### src/rtl/core/mts_pkg.sv
// ----------------------------------------------------------------------------
// Min-tracking stack package
// Shared types and constants for the min-tracking stack unit.
// ----------------------------------------------------------------------------
package mts_pkg;

  localparam int unsigned DATA_W  = 32;
  localparam int unsigned COUNT_W = 7;

  localparam logic signed [DATA_W-1:0] EMPTY_TOP = -32'sd1;
  localparam logic signed [DATA_W-1:0] EMPTY_MIN = 32'sh7FFF_FFFF;

  typedef enum logic {
    OP_PUSH = 1'b0,
    OP_POP  = 1'b1
  } op_e;

  typedef enum logic [1:0] {
    ST_OK        = 2'd0,
    ST_UNDERFLOW = 2'd1,
    ST_OVERFLOW  = 2'd2
  } status_e;

  typedef struct packed {
    op_e                       kind;
    logic signed [DATA_W-1:0]  push_value;
  } in_item_t;

  typedef struct packed {
    status_e                   status;
    logic signed [DATA_W-1:0]  top_value;
    logic signed [DATA_W-1:0]  min_value;
    logic                      is_empty;
    logic [COUNT_W-1:0]        entry_count;
  } out_item_t;

endpackage

### src/rtl/core/mts_lifo.sv
// ----------------------------------------------------------------------------
// Min-tracking stack LIFO
// One stack with its top entry cached in a register, the entries below it in
// a memory, and the entry just below the top prefetched every cycle.
// ----------------------------------------------------------------------------
module mts_lifo
  import mts_pkg::*;
#(
  parameter int unsigned DEPTH = 64
) (
  input  logic                      clk_i,
  input  logic                      rst_ni,
  input  logic                      push_i,
  input  logic                      pop_i,
  input  logic signed [DATA_W-1:0]  data_i,
  output logic [$clog2(DEPTH+1)-1:0] count_o,
  output logic signed [DATA_W-1:0]  top_o,
  output logic [$clog2(DEPTH+1)-1:0] count_next_o,
  output logic signed [DATA_W-1:0]  top_next_o
);

  localparam int unsigned AW = (DEPTH > 1) ? $clog2(DEPTH) : 1;
  localparam int unsigned CW = $clog2(DEPTH+1);

  logic signed [DATA_W-1:0] mem [DEPTH];

  logic [CW-1:0]            count_d, count_q;
  logic signed [DATA_W-1:0] top_d, top_q;
  logic signed [DATA_W-1:0] below_q;

  logic                     wr_en;
  logic [CW-1:0]            wr_sub;
  logic [AW-1:0]            wr_addr;
  logic [CW-1:0]            rd_sub;
  logic [AW-1:0]            rd_addr;

  always_comb begin
    count_d = count_q;
    top_d   = top_q;
    wr_en   = 1'b0;
    if (push_i) begin
      count_d = count_q + CW'(1);
      top_d   = data_i;
      wr_en   = (count_q != '0);
    end else if (pop_i) begin
      count_d = count_q - CW'(1);
      top_d   = below_q;
    end
  end

  // Old top moves into the memory at the slot just under the new top.
  assign wr_sub  = count_q - CW'(1);
  assign wr_addr = wr_sub[AW-1:0];
  // Prefetch the entry under the next top.
  assign rd_sub  = count_d - CW'(2);
  assign rd_addr = rd_sub[AW-1:0];

  always_ff @(posedge clk_i) begin
    if (wr_en) begin
      mem[wr_addr] <= top_q;
    end
    if (wr_en && (wr_addr == rd_addr)) begin
      below_q <= top_q;
    end else begin
      below_q <= mem[rd_addr];
    end
    top_q <= top_d;
  end

  always_ff @(posedge clk_i or negedge rst_ni) begin
    if (!rst_ni) begin
      count_q <= '0;
    end else begin
      count_q <= count_d;
    end
  end

  assign count_o      = count_q;
  assign top_o        = top_q;
  assign count_next_o = count_d;
  assign top_next_o   = top_d;

endmodule

### src/rtl/core/min_tracking_stack_unit.sv
// ----------------------------------------------------------------------------
// Min-tracking stack unit
// LIFO of signed 32-bit values that reports its running minimum per request.
// ----------------------------------------------------------------------------
// Usage:
//   Input channel (in_valid_i / in_ready_o / in_item_i) carries one request:
//   a push of push_value or a pop. Output channel (out_valid_o / out_ready_i
//   / out_item_o) returns exactly one result per request: status, top entry,
//   minimum, empty flag and entry count after the operation.
//   The result is registered and shown in the cycle after acceptance.
//   Throughput: one request per cycle while results are taken. Each request
//   touches only the cached top entries of the value and minimum stacks; the
//   entry under each top is prefetched from its memory every cycle, so
//   back-to-back pops need no wait. An empty stack reports top -1 and
//   minimum 2147483647. Pop of an empty stack reports underflow; push onto
//   a full stack reports overflow and the value is dropped.
//   Reset: both stack counts clear to zero; no memory clearing pass is run,
//   so requests are taken from the first cycle after reset.
//   Stall: when the receiver holds out_ready_i low the result register holds
//   its item and in_ready_o drops until the result is taken.
// ----------------------------------------------------------------------------
module min_tracking_stack_unit
  import mts_pkg::*;
#(
  parameter int unsigned STACK_DEPTH = 64
) (
  input  logic      clk_i,
  input  logic      rst_ni,
  input  logic      in_valid_i,
  output logic      in_ready_o,
  input  in_item_t  in_item_i,
  output logic      out_valid_o,
  input  logic      out_ready_i,
  output out_item_t out_item_o
);

  localparam int unsigned CW = $clog2(STACK_DEPTH+1);

  logic                     in_fire;
  logic                     is_full;
  logic                     val_push, val_pop;
  logic                     min_push, min_pop;
  logic                     min_le;

  logic [CW-1:0]            val_cnt, val_cnt_next;
  logic signed [DATA_W-1:0] val_top, val_top_next;
  logic [CW-1:0]            min_cnt, min_cnt_next;
  logic signed [DATA_W-1:0] min_top, min_top_next;

  status_e                  status;
  out_item_t                out_item_d, out_item_q;
  logic                     out_valid_q;

  // Take a new request whenever the result register is free or being drained.
  assign in_ready_o = !out_valid_q || out_ready_i;
  assign in_fire    = in_valid_i && in_ready_o;

  assign is_full = (val_cnt == CW'(STACK_DEPTH));
  assign min_le  = (min_cnt == '0) || (in_item_i.push_value <= min_top);

  // Decide the stack moves for this request.
  always_comb begin
    val_push = 1'b0;
    val_pop  = 1'b0;
    min_push = 1'b0;
    min_pop  = 1'b0;
    status   = ST_OK;
    if (in_fire) begin
      if (in_item_i.kind == OP_PUSH) begin
        if (is_full) begin
          status = ST_OVERFLOW;
        end else begin
          val_push = 1'b1;
          // Track a new minimum, ties included, so duplicates pop correctly.
          min_push = min_le && (min_cnt != CW'(STACK_DEPTH));
        end
      end else begin
        if (val_cnt == '0) begin
          status = ST_UNDERFLOW;
        end else begin
          val_pop = 1'b1;
          // Drop the minimum only when the departing top is that minimum.
          min_pop = (min_cnt != '0) && (val_top == min_top);
        end
      end
    end
  end

  mts_lifo #(
    .DEPTH (STACK_DEPTH)
  ) u_val_lifo (
    .clk_i        (clk_i),
    .rst_ni       (rst_ni),
    .push_i       (val_push),
    .pop_i        (val_pop),
    .data_i       (in_item_i.push_value),
    .count_o      (val_cnt),
    .top_o        (val_top),
    .count_next_o (val_cnt_next),
    .top_next_o   (val_top_next)
  );

  mts_lifo #(
    .DEPTH (STACK_DEPTH)
  ) u_min_lifo (
    .clk_i        (clk_i),
    .rst_ni       (rst_ni),
    .push_i       (min_push),
    .pop_i        (min_pop),
    .data_i       (in_item_i.push_value),
    .count_o      (min_cnt),
    .top_o        (min_top),
    .count_next_o (min_cnt_next),
    .top_next_o   (min_top_next)
  );

  // Build the result from the post-operation state.
  always_comb begin
    out_item_d.status      = status;
    out_item_d.top_value   = (val_cnt_next == '0) ? EMPTY_TOP : val_top_next;
    out_item_d.min_value   = (min_cnt_next == '0) ? EMPTY_MIN : min_top_next;
    out_item_d.is_empty    = (val_cnt_next == '0);
    out_item_d.entry_count = COUNT_W'(val_cnt_next);
  end

  always_ff @(posedge clk_i or negedge rst_ni) begin
    if (!rst_ni) begin
      out_valid_q <= 1'b0;
    end else if (in_ready_o) begin
      out_valid_q <= in_fire;
    end
  end

  always_ff @(posedge clk_i) begin
    if (in_fire) begin
      out_item_q <= out_item_d;
    end
  end

  assign out_valid_o = out_valid_q;
  assign out_item_o  = out_item_q;

endmodule

### config.mk
export PLATFORM = sky130hd
export DESIGN_NAME = min_tracking_stack_unit
export DESIGN_NICKNAME = d
export VERILOG_FILES = /design/src/rtl/core/mts_pkg.sv /design/src/rtl/core/mts_lifo.sv /design/src/rtl/core/min_tracking_stack_unit.sv
export SDC_FILE = /design/constraint.sdc
export NUM_CORES = 2
export LEC_CHECK = 0
export BUFFER_PORTS_ARGS = -buffer_cell sky130_fd_sc_hd__buf_2
export CAP_MARGIN = 20
export CORE_MARGIN = 3
export CORE_UTILIZATION = 55
export CTS_CLUSTER_DIAMETER = 40
export CTS_CLUSTER_SIZE = 28
export DETAILED_ROUTE_END_ITERATION = 6
export MAX_ROUTING_LAYER = met4
export PLACE_DENSITY_LB_ADDON = 0.12
export SLEW_MARGIN = 20
export SYNTH_ARGS = -nofsm -noshare
export SYNTH_HDL_FRONTEND = slang
export SYNTH_HIERARCHICAL = 1
export SYNTH_SLANG_ARGS = --single-unit
### constraint.sdc
create_clock -name clk_i -period 8 [get_ports clk_i]
set_input_delay 0.8 -clock clk_i [delete_from_list [all_inputs] [get_ports clk_i]]
set_output_delay 0.8 -clock clk_i [all_outputs]
set_load 0.01 [all_outputs]
==> out/qor.yml <==
path_class: "flop to flop"
drtIter0Drc: 10220
via_count: 81220
p_leak_uw: 0.05990
internal_power_uw: 49970
crit_path_cell_trace: "buf_4 -> inv_1 -> ha_1 -> nand4_1 -> nor4_1 -> a21oi_2 -> nor2b_4 -> o2bb2ai_1 -> nor2_4 -> buf_4 -> nand2b_2 -> buf_4 -> o21ai_0 -> xor2_1 -> nor3_1 -> nand2_2 -> buf_4 -> nand2b_1"
grt_usage_pct: 30.86
tightestPinTransition_ns: 1.304
crit_family: "simple AND/OR/NAND/NOR gates"
critPathBufInv: 5
p_per_area_nw_per_um2: 396.0
synth.distinct_cells: 64
gp_congestion: 0.9012
io_pins: 113
stdcell_count: 12250
gr-total-overflow: 0
finalCritPeriodShare_pct: 74.83
utilization_pct: 64.40
tns_ns: 0
dp_hpwl_um: 264700
max_freq_mhz: 167.0
synth_edf_count: 4170
total_power_uw: 74540
synth-seq-area-share_pct: 78.25
switching_share_pct: 32.97
hold_ws_ns: 0.09039
die_w_um: 549.5
final_nets: 7956
pwr-share-comb_pct: 28.5
cts_hold_repair.buffers: 2
antenna_found_initial: 12
clock_sinks: 4261
port_buffers: 112
clock_latency_ns: 1.03
grt_first_pass_wirelength_um: 633600
place_inst: 11240
maxSlewViolCount: 0
synthesis.nets: 7385
drc: 0
cts_root_buf: "clkbuf_16"
post-cts-setup-buffer-count: 0
peakVddDrop_mv: 0.2811
ys_ff_latch: 4261
crit_path_end_kind: "flop"
clk_pin_slew_ns: 0.06
cp.required_ns: 8.73
syn_area_um2: 162400
ant_nets: 0
drive_gt1_share_pct: 31.13
slowest_delay_ns: 0.94
dieArea_um2: 301900
p_sw_uw: 24570
startpoint_type: "flop"
dr.pass1.iters: 6
grt_pass1_vias: 81690
status: "finished, final reports clean"
grt_start_max_net_pins: 111
maxSlewHeadroom_pct: 12.80
hold_viol_final: 0
syn_to_final_growth_pct: 15.88
finClkSkew_ns: 0.03833
period_needed_ns: 5.987
die_y_um: 549.5
drv_cap: 0
finalWirelength_um: 449200
rsz0062_at_grt: "no"
p_seq_share_pct: 39.0
core_area_um2: 292300
netlist_instances: 7309
path_max_fanout: 41
ys_warn_count: 6
hp-class: "input pin to flop"
finalSetupViolations: 0
ys.flop_type: "edfxtp_1"
cts_tree: "done"
slowest_stage: "nor4_1"
critPathArrivalTime_ns: 6.72
syn_area_per_cell_um2: 22.23
cts-buffers-inserted: 534
post_cts_resize_count: 0
routedWlPerCell_um: 36.68
rows: 198
async_flop_share_pct: 0.3520
start_util_pct: 55.57
h-tree-depth: 6
vias_per_cell: 6.633
cp_common_cell: "buf_4"
clockPowerShare_pct: 32.5
clockBufferDepth: 4
power groups by stage:
stage / clock, µW / sequential (µW) / combinational, µW
after floorplan: 0 / 30500 / 11000
after global placement: 0 / 29500 / 21000
after detailed placement: 0 / 29500 / 21300
after CTS: 24500 / 29100 / 21300
after global routing: 25500 / 29100 / 22100
final: 24200 / 29000 / 21300
worst register-to-register path, cell delays in order (launching register included):
cell,delay [ns]
dfxtp_2,0.31
buf_4,0.41
inv_1,0.10
ha_1,0.32
nand4_1,0.20
nor4_1,0.94
a21oi_2,0.14
nor2b_4,0.17
o2bb2ai_1,0.17
nor2_4,0.15
buf_4,0.57
nand2b_2,0.28
buf_4,0.47
o21ai_0,0.23
xor2_1,0.39
nor3_1,0.12
nand2_2,0.09
buf_4,0.46
nand2b_1,0.18
state kept, by name, summed over array words and instances, names as in the netlist, named ones only:
signal and count:
out_valid_o 1, u_min_lifo/count_o 7, out_item_o 74, u_min_lifo/top_o 32, u_min_lifo/mem 2048, u_val_lifo/count_o 7, u_val_lifo/mem 2048, u_val_lifo/top_o 32
path summary, 6_finish.rpt:
kind                                         startpoint  depth (start not counted)                              end  slack [ns]
min in group asynchronous                        rst_ni                          2          out_valid_o$_DFFE_PN0N_        0.30
setup / recovery           u_min_lifo/top_o[15]$_DFF_P_                         18     out_item_o[26]$_SDFFCE_PN1P_        2.01
hold / removal                              out_ready_i                          3          out_valid_o$_DFFE_PN0N_        0.09
setup reg to reg           u_min_lifo/top_o[15]$_DFF_P_                         18     out_item_o[26]$_SDFFCE_PN1P_        2.01
hold reg to reg            u_min_lifo/top_o[30]$_DFF_P_                          2     u_min_lifo/top_o[30]$_DFF_P_        0.56
max in group asynchronous                        rst_ni                          2  u_min_lifo/count_o[1]$_DFF_PN0_        7.30
final cells by class:
type,instances,area (µm²)
clock inverters,370,4039
diodes,29,72.57
repair buffers,438,3336
well taps,3900,4880
flip-flops and latches,4261,127200
clock buffers,603,14090
fillers,19390,104100
multi-input cells,2593,34420
inverters,52,197.7
Yosys cell counts (all sizes together), types with 4 or more instances:
| library cell | n | area [µm²] |
|---|---|---|
| and2 | 14 | 87.59 |
| xor2 | 20 | 175.2 |
| or4 | 5 | 41.29 |
| xnor2 | 39 | 341.6 |
| buf | 200 | 1235 |
| nor2 | 169 | 634.4 |
| edfxtp | 4170 | 125200 |
| ha | 39 | 488.0 |
| nor3 | 9 | 56.31 |
| a22o | 6 | 52.55 |
| dfxtp | 76 | 1521 |
| a31oi | 5 | 31.28 |
| clkbuf | 203 | 764.5 |
| mux4 | 1010 | 22750 |
| o22ai | 17 | 106.4 |
| mux2 | 10 | 112.6 |
| o31ai | 9 | 67.56 |
| mux2i | 87 | 870.8 |
| a21oi | 234 | 1175 |
| dfrtp | 15 | 375.4 |
| a211oi | 14 | 105.1 |
| o211ai | 5 | 37.54 |
| a221oi | 4 | 35.03 |
| a22oi | 495 | 3716 |
| nand2 | 86 | 322.8 |
| nor4 | 60 | 381.6 |
| nand2b | 80 | 500.5 |
| inv | 49 | 183.9 |
| nor2b | 18 | 120.1 |
| or3 | 5 | 31.28 |
| nand4 | 20 | 131.4 |
| nor3b | 5 | 37.54 |
| nand3 | 28 | 140.1 |
| o21ai | 75 | 375.4 |
logic make-up (layout without fill, tap and decap cells):
kind of cell	after synthesis	count (layout)	synth area share (%)
DFF	4261	4261	78.25
muxes	1107	1107	14.61
AOI/OAI and AO/OA	884	884	3.619
and+or+nand+nor	504	504	1.551
buffers and inverters	455	1463	1.351
xor gates and xnor gates	59	59	0.3181
adders and majority gates	39	39	0.3004
other	0	29	0
metal layers:
layer  GRT usage, %  up-vias  routed length, µm
met2          49.52     4160             227700
met5              -        -                  0
li1               -    32450                  -
met4          12.89        0              21180
met1          40.13    43870             165500
met3          4.512      747              34730
layout by cell type, fill, tap and decap left out, drive strengths merged, types with 54 or more instances in the layout:
cell type	synthesis	final
a21oi	234	234
a22oi	495	495
buf	200	436
bufinv	0	54
clkbuf	203	603
clkinv	3	176
clkinvlp	0	56
dfxtp	76	76
edfxtp	4170	4170
inv	49	136
mux2i	87	87
mux4	1010	1010
nand2	86	86
nand2b	80	80
nor2	169	169
nor4	60	60
o21ai	75	75
per-stage QoR:
step                cell area, µm²  setup WS (ns)
floorplan                   162400          2.628
global placement            169800          1.587
detailed placement          170000          1.597
CTS                         188100          2.174
global route                188200          2.009
finish                      188200          2.013
Power figures use the tool's default switching activity.
